**config.mk**
```make
export PLATFORM = sky130hd
export DESIGN_NAME = tvd_ctrl
export DESIGN_NICKNAME = d
export VERILOG_FILES = /design/src/hw/rtl/tvd_pkg.sv /design/src/hw/rtl/tvd_ctrl.sv
export SDC_FILE = /design/constraint.sdc
export NUM_CORES = 1
export LEC_CHECK = 0
export BUFFER_PORTS_ARGS = -buffer_cell sky130_fd_sc_hd__clkbuf_2
export CORE_AREA = 2 2 39 41
export CTS_BUF_LIST = sky130_fd_sc_hd__clkbuf_16
export CTS_CLUSTER_SIZE = 10
export DETAILED_ROUTE_END_ITERATION = 12
export DIE_AREA = 0 0 41 43
export PLACE_DENSITY = 0.58
export SYNTH_ARGS = -nofsm -noshare
export SYNTH_HDL_FRONTEND = slang
export SYNTH_SLANG_ARGS = --single-unit
```
**constraint.sdc**
```tcl
create_clock -name clock -period 1.2 [get_ports clock]
set_input_delay 0.36 -clock clock [delete_from_list [all_inputs] [get_ports clock]]
set_output_delay 0.36 -clock clock [all_outputs]
set_load 0.01 [all_outputs]
```
**src/hw/rtl/tvd_pkg.sv**
```systemverilog
// tvd_pkg: shared constants, request and operation codes, controller/datapath
// command and status structs, and the 16-entry palette for the tile video port.
// No dependencies.
package tvd_pkg;

   localparam int VMEM_DEPTH = 16384;
   localparam int ADDR_W     = $clog2(VMEM_DEPTH);
   localparam int BYTE_W     = 8;

   // request modes
   localparam logic [2:0] MODE_RDATA  = 3'd0;
   localparam logic [2:0] MODE_RSTAT  = 3'd1;
   localparam logic [2:0] MODE_WDATA  = 3'd2;
   localparam logic [2:0] MODE_WCTRL  = 3'd3;
   localparam logic [2:0] MODE_VBLANK = 3'd4;
   localparam logic [2:0] MODE_PIXEL  = 3'd5;

   // mode register indexes that hold live bits
   localparam logic [2:0] REG_MODE0    = 3'd0;
   localparam logic [2:0] REG_MODE1    = 3'd1;
   localparam logic [2:0] REG_NAME     = 3'd2;
   localparam logic [2:0] REG_COLOR    = 3'd3;
   localparam logic [2:0] REG_PATTERN  = 3'd4;
   localparam logic [2:0] REG_BACKDROP = 3'd7;

   // datapath operations
   localparam logic [3:0] OP_NONE    = 4'd0;
   localparam logic [3:0] OP_CLEAR   = 4'd1;
   localparam logic [3:0] OP_RDATA   = 4'd2;
   localparam logic [3:0] OP_RSTAT   = 4'd3;
   localparam logic [3:0] OP_WDATA   = 4'd4;
   localparam logic [3:0] OP_CFIRST  = 4'd5;
   localparam logic [3:0] OP_CREG    = 4'd6;
   localparam logic [3:0] OP_CADDR   = 4'd7;
   localparam logic [3:0] OP_CADDRRD = 4'd8;
   localparam logic [3:0] OP_VBLANK  = 4'd9;
   localparam logic [3:0] OP_FILL    = 4'd10;
   localparam logic [3:0] OP_PNAME   = 4'd11;
   localparam logic [3:0] OP_PCOLOR  = 4'd12;
   localparam logic [3:0] OP_PPAT    = 4'd13;
   localparam logic [3:0] OP_PFINISH = 4'd14;
   localparam logic [3:0] OP_PBLANK  = 4'd15;

   typedef struct packed {
      logic [3:0] op;
      logic       capture;
      logic       load_out;
   } cmd_type;

   typedef struct packed {
      logic [2:0] mode;
      logic       second;
      logic       ctl_bit7;
      logic       ctl_bit6;
      logic       blank;
      logic       clear_last;
   } status_type;

   function automatic logic [23:0] palette(input logic [3:0] idx);
      logic [23:0] rgb;
      case (idx)
         4'd0:    rgb = {8'd0,   8'd0,   8'd0};
         4'd1:    rgb = {8'd0,   8'd0,   8'd0};
         4'd2:    rgb = {8'd62,  8'd184, 8'd73};
         4'd3:    rgb = {8'd116, 8'd208, 8'd125};
         4'd4:    rgb = {8'd89,  8'd85,  8'd224};
         4'd5:    rgb = {8'd128, 8'd118, 8'd241};
         4'd6:    rgb = {8'd185, 8'd94,  8'd81};
         4'd7:    rgb = {8'd101, 8'd219, 8'd239};
         4'd8:    rgb = {8'd219, 8'd101, 8'd89};
         4'd9:    rgb = {8'd255, 8'd137, 8'd125};
         4'd10:   rgb = {8'd204, 8'd195, 8'd94};
         4'd11:   rgb = {8'd222, 8'd208, 8'd135};
         4'd12:   rgb = {8'd58,  8'd162, 8'd65};
         4'd13:   rgb = {8'd183, 8'd102, 8'd181};
         4'd14:   rgb = {8'd204, 8'd204, 8'd204};
         default: rgb = {8'd255, 8'd255, 8'd255};
      endcase
      return rgb;
   endfunction

endpackage

```
**src/hw/rtl/tvd_ctrl.sv**
```systemverilog
// tvd_ctrl: sequencer for the tile video port; steps each request through
// the datapath and owns the handshakes. Depends on tvd_pkg.
module tvd_ctrl (
   input  logic                clock,
   input  logic                reset,
   input  logic                req_valid,
   output logic                req_stall,
   output logic                rsp_valid,
   input  logic                rsp_stall,
   input  tvd_pkg::status_type status,
   output tvd_pkg::cmd_type    cmd
);

   localparam logic [2:0] S_CLEAR  = 3'd0;
   localparam logic [2:0] S_IDLE   = 3'd1;
   localparam logic [2:0] S_EXEC   = 3'd2;
   localparam logic [2:0] S_FILL   = 3'd3;
   localparam logic [2:0] S_PCOLOR = 3'd4;
   localparam logic [2:0] S_PPAT   = 3'd5;
   localparam logic [2:0] S_PFIN   = 3'd6;
   localparam logic [2:0] S_DONE   = 3'd7;

   logic [2:0] state_ff, state_in;
   logic       rsp_valid_ff, rsp_valid_in;
   logic       out_free;

   assign out_free = !rsp_valid_ff || !rsp_stall;

   always_comb begin
      state_in     = state_ff;
      cmd.op       = tvd_pkg::OP_NONE;
      cmd.capture  = 1'b0;
      cmd.load_out = 1'b0;
      case (state_ff)
         S_CLEAR: begin
            cmd.op = tvd_pkg::OP_CLEAR;
            if (status.clear_last) begin
               state_in = S_IDLE;
            end
         end
         S_IDLE: begin
            if (req_valid) begin
               cmd.capture = 1'b1;
               state_in    = S_EXEC;
            end
         end
         S_EXEC: begin
            state_in = S_DONE;
            case (status.mode)
               tvd_pkg::MODE_RDATA: begin
                  cmd.op   = tvd_pkg::OP_RDATA;
                  state_in = S_FILL;
               end
               tvd_pkg::MODE_RSTAT:  cmd.op = tvd_pkg::OP_RSTAT;
               tvd_pkg::MODE_WDATA:  cmd.op = tvd_pkg::OP_WDATA;
               tvd_pkg::MODE_WCTRL: begin
                  if (!status.second) begin
                     cmd.op = tvd_pkg::OP_CFIRST;
                  end else if (status.ctl_bit7) begin
                     cmd.op = tvd_pkg::OP_CREG;
                  end else if (status.ctl_bit6) begin
                     cmd.op = tvd_pkg::OP_CADDR;
                  end else begin
                     cmd.op   = tvd_pkg::OP_CADDRRD;
                     state_in = S_FILL;
                  end
               end
               tvd_pkg::MODE_VBLANK: cmd.op = tvd_pkg::OP_VBLANK;
               tvd_pkg::MODE_PIXEL: begin
                  if (status.blank) begin
                     cmd.op = tvd_pkg::OP_PBLANK;
                  end else begin
                     cmd.op   = tvd_pkg::OP_PNAME;
                     state_in = S_PCOLOR;
                  end
               end
               default: cmd.op = tvd_pkg::OP_NONE;
            endcase
         end
         S_FILL: begin
            cmd.op   = tvd_pkg::OP_FILL;
            state_in = S_DONE;
         end
         S_PCOLOR: begin
            cmd.op   = tvd_pkg::OP_PCOLOR;
            state_in = S_PPAT;
         end
         S_PPAT: begin
            cmd.op   = tvd_pkg::OP_PPAT;
            state_in = S_PFIN;
         end
         S_PFIN: begin
            cmd.op   = tvd_pkg::OP_PFINISH;
            state_in = S_DONE;
         end
         S_DONE: begin
            if (out_free) begin
               cmd.load_out = 1'b1;
               state_in     = S_IDLE;
            end
         end
         default: state_in = S_IDLE;
      endcase
   end

   assign rsp_valid_in = cmd.load_out || (rsp_valid_ff && rsp_stall);

   always_ff @(posedge clock) begin
      if (reset) begin
         state_ff     <= S_CLEAR;
         rsp_valid_ff <= 1'b0;
      end else begin
         state_ff     <= state_in;
         rsp_valid_ff <= rsp_valid_in;
      end
   end

   assign req_stall = (state_ff != S_IDLE);
   assign rsp_valid = rsp_valid_ff;

endmodule

```
======== Word-level counts from Yosys, hierarchy flattened ========
Cells that the tools add are included.
W data, S select, Z words.
operators by class
  equality and inequality tests ........... 16
  mux-type cells .......................... 19
  reduce and logical (&&, ||, !) cells .... 9
operators with widths
  operator              number
  $pmux W4 S6           2
  $mux W3               7
  $pmux W3 S7           1
  $eq A3 B3 Y1 const B  6
  $eq A3 B2 Y1 const B  4
  $mux W4               3
  $pmux W3 S3           1
  $eq A3 B1 Y1 const B  2
  $logic_not A3 Y1      2
  $ne A2 B2 Y1 const B  3
  $mux W1               4
  $ne A3 B1 Y1 const B  1
  $reduce_and A3 Y1     1
  $logic_not A1 Y1      2
  $logic_or A1 B1 Y1    2
  $mux W2               1
  $reduce_or A2 Y1      1
  $logic_and A1 B1 Y1   1
storage, ports and cells
  register bits ........................... 4
  input bits .............................. 12
  output and inout bits ................... 8
  logic and storage cells ................. 46

======== Longest topological paths before layout ========
  word-level depth ........................ 5
  mapped depth ............................ 5
  mapped depth without buffers ............ 4

======== Least setup slack after synthesis ========
No wires, ideal clock.
  kind .................................... input -> output
  from .................................... in status[7] (netlist name)
  to ...................................... out cmd[5] (netlist name)
  data arrival time ....................... 1.014 ns
  required time ........................... 0.840 ns
  setup slack ............................. -0.174 ns
  stages on the path ...................... 4
  path buffers ............................ 0
  path through ............................ and2b_1 nand4_1 a21boi_0 a21oi_1
RTL lines
  what                RTL line        text
  start: declaration  tvd_ctrl.sv:10  input tvd_pkg::status_type status,
  end: declaration    tvd_ctrl.sv:11  output tvd_pkg::cmd_type cmd

==> results.txt <==
estimated wirelength of the detail-placed design: 837 um
most area-hungry cell type in the Yosys netlist: dfxtp_1
post-route clock period utilization: 1.31
master cell of the clock root buffer: clkbuf_16
reg2reg start: state_ff[2]$_SDFFE_PP0P_
number of synthesized register bits: 4
first-pass iteration count of the detailed router: 2
starting density of the core: 0.265
kind of path behind the tightest hold check: in -> reg
pin count of the biggest net entering global routing: 8
number of buffers inserted for hold repair after clock tree synthesis: 0
Die Span Y: 43 um
run status: finished with violations
Worst Hold Margin: 0.354 ns
Syn Nets: 62
EDFF count, synth: 0
core region area: 1380 sq um
global-route wire length before repair: 1.77 mm
width of the chip: 41 um
clock slew seen by the registers of the worst setup and hold paths: 0.03 ns
critical path launch point: status[7]
Total GRT Usage: 0.148
critical path capture point type: output port
maximum capacitance violations: 0
leakage power: 0.000341 uW
via-per-instance ratio: 5.09
Final Routed Wirelength: 1.17 mm
clock tree from TritonCTS: built
fraction of registers with async set/reset: 0
final core utilization: 0.558
cell area after layout: 772 sq um
fin crit period: 1.57 ns
number of buffers added by the clock tree synthesis step: 3
hold violation count in the final report: 0
Reg2Reg Setup Slack: -0.07 ns
non-filler cells in the finished layout: 102
final weighted congestion in routability-driven placement: 0.672
layout-stage area growth over the synthesis result: 111%
number of standard-cell rows in the floorplan: 14
clock net sink count: 4
number of port buffers: 19
initial antenna violation count: 0
sequential cell area fraction in the yosys report: 0.218
cell area after technology mapping: 367 sq um
Yosys cell types: 30
average wire per standard cell: 11.5 um
worst setup slack after layout: -0.371 ns
category of the critical setup timing path: in -> out
Max Clk Rate: 637 MHz
maximum number of buffers from clock root to sink: 2
Post-route DRC: 0
Die Area: 1760 sq um
worst slack, placed: -0.398 ns
I/O pin total: 20
normalized max-slew margin: 0.830
cell area after placement: 598 sq um
startpoint class of the critical path: primary input
leftover overflow at the end of global routing: 0
number of global-route vias before repair: 447
clock insertion delay at the later pin of the skew report: 0.23 ns
Final nets: 100
Arrival @ worst endpoint: 1.21 ns
fill cell count: 138
setup repair after global routing missed its margin: yes
cell count after synthesis: 50
Worst Max-Slew Pin Slew: 0.255 ns
share of cells above drive strength 1: 0.698
share of the synthesized area in the top cell type: 0.218
largest fanout of any net on the critical path: 4
top area cells in the synthesized netlist: dfxtp_1 (22%), a21oi_1 (6.8%), nand2_1 (5.1%)
diode count: 0
power density over cell area: 1330 nW/um^2
Synth warnings: 0
most instantiated flip-flop cell in the synthesis netlist: dfxtp_1
Finish-stage setup viols: 8
Inst Count DP: 96
average footprint of a synthesized cell: 7.33 sq um
Slew Limit Fails: 0
source of the worst hold timing path: reset
worst path required time: 0.84 ns
worst IR drop on VDD: 0.600 mV
number of vias after detailed routing: 519
skew final: 0.00121 ns
number of violations reported at the end of detailed-routing iteration 0: 2
antenna-violating nets left: 0
maximum level of the CTS H-tree: 1
violations in the final reports: setup timing
[cell families (layout without fill, tap and decap cells)]
| family | Yosys count | after routing | synth area share |
|---|---|---|---|
| DFF | 4 | 4 | 0.218 |
| and+or+nand+nor | 25 | 25 | 0.382 |
| AOI/OAI and AO/OA | 17 | 17 | 0.335 |
| buffers and inverters | 4 | 40 | 0.0648 |
[worst max-delay path, cell delays in order]
cell and delay [ns]:
buf_8 0.10, and2b_1 0.22, nand4_1 0.12, a21boi_2 0.18, a21oi_2 0.10, buf_2 0.14
[per-stage QoR]
stage	power (uW)	TNS (ns)
after CTS	998	-2.04
after global routing	1070	-2.34
after floorplan	310	-0.369
final	1020	-1.97
after global placement	426	-1.98
after detailed placement	427	-1.97
[cells in the final DEF, fill, tap and decap left out, types with 2 or more instances in the layout]
master and instances:
buf_4 16, clkbuf_2 11, a21oi_2 4, nand2_1 4
buf_2 4, buf_6 4, clkbuf_16 3, dfxtp_4 3
nor2_2 2, o21ai_0 2, a311oi_2 2, nor2b_1 2
a21oi_1 2, nor2_1 2, nor3_1 2
[cell type report]
cell class / instances / area [sq um] / share of cell area
clock buffers: 3 / 75.1 / 0.0972
well taps: 16 / 20.0 / 0.0259
flip-flops and latches: 4 / 91.3 / 0.118
inverters: 1 / 3.75 / 0.00486
multi-input cells: 42 / 327 / 0.423
repair buffers: 36 / 255 / 0.331
[what timing repair did]
item	in CTS	in global routing
setup buffers	3	1
resized for setup	10	19
pin swaps	8	12
setup endpoints to repair	9	9
[cell usage after synthesis, drive strengths merged, types with 2 or more instances]
cell type and count:
nor2b 3, nand3 2, o21ai 2, a21oi 6, a311oi 2, dfxtp 4, and3 2, nor2 5
nor3 2, nand2 5, buf 3
[layer usage]
metal | track usage | vias up | share of wire
met1 | 0.170 | 239 | 0.41
met5 | 0 | - | 0
met3 | 0.0314 | 2 | 0.041
li1 | - | 263 | -
met4 | 0.0800 | 0 | 0.020
met2 | 0.241 | 15 | 0.53
[flip-flops by register name, indices dropped and copies added (netlist names)]
signal / flops
state_ff: 3
rsp_valid: 1
[worst paths after layout]
kind / cells after the start / to
setup / recovery: 6 / cmd[5]
hold / removal: 2 / state_ff[2]$_SDFFE_PP0P_
setup reg to reg: 5 / state_ff[0]$_SDFFE_PP0P_
hold reg to reg: 2 / rsp_valid$_SDFF_PP0_
[where the power goes]
| group | switching (uW) | internal, uW |
|---|---|---|
| sequential | 27.0 | 147 |
| combinational | 135 | 179 |
| clock | 108 | 427 |
Power figures use the tool's default switching activity.
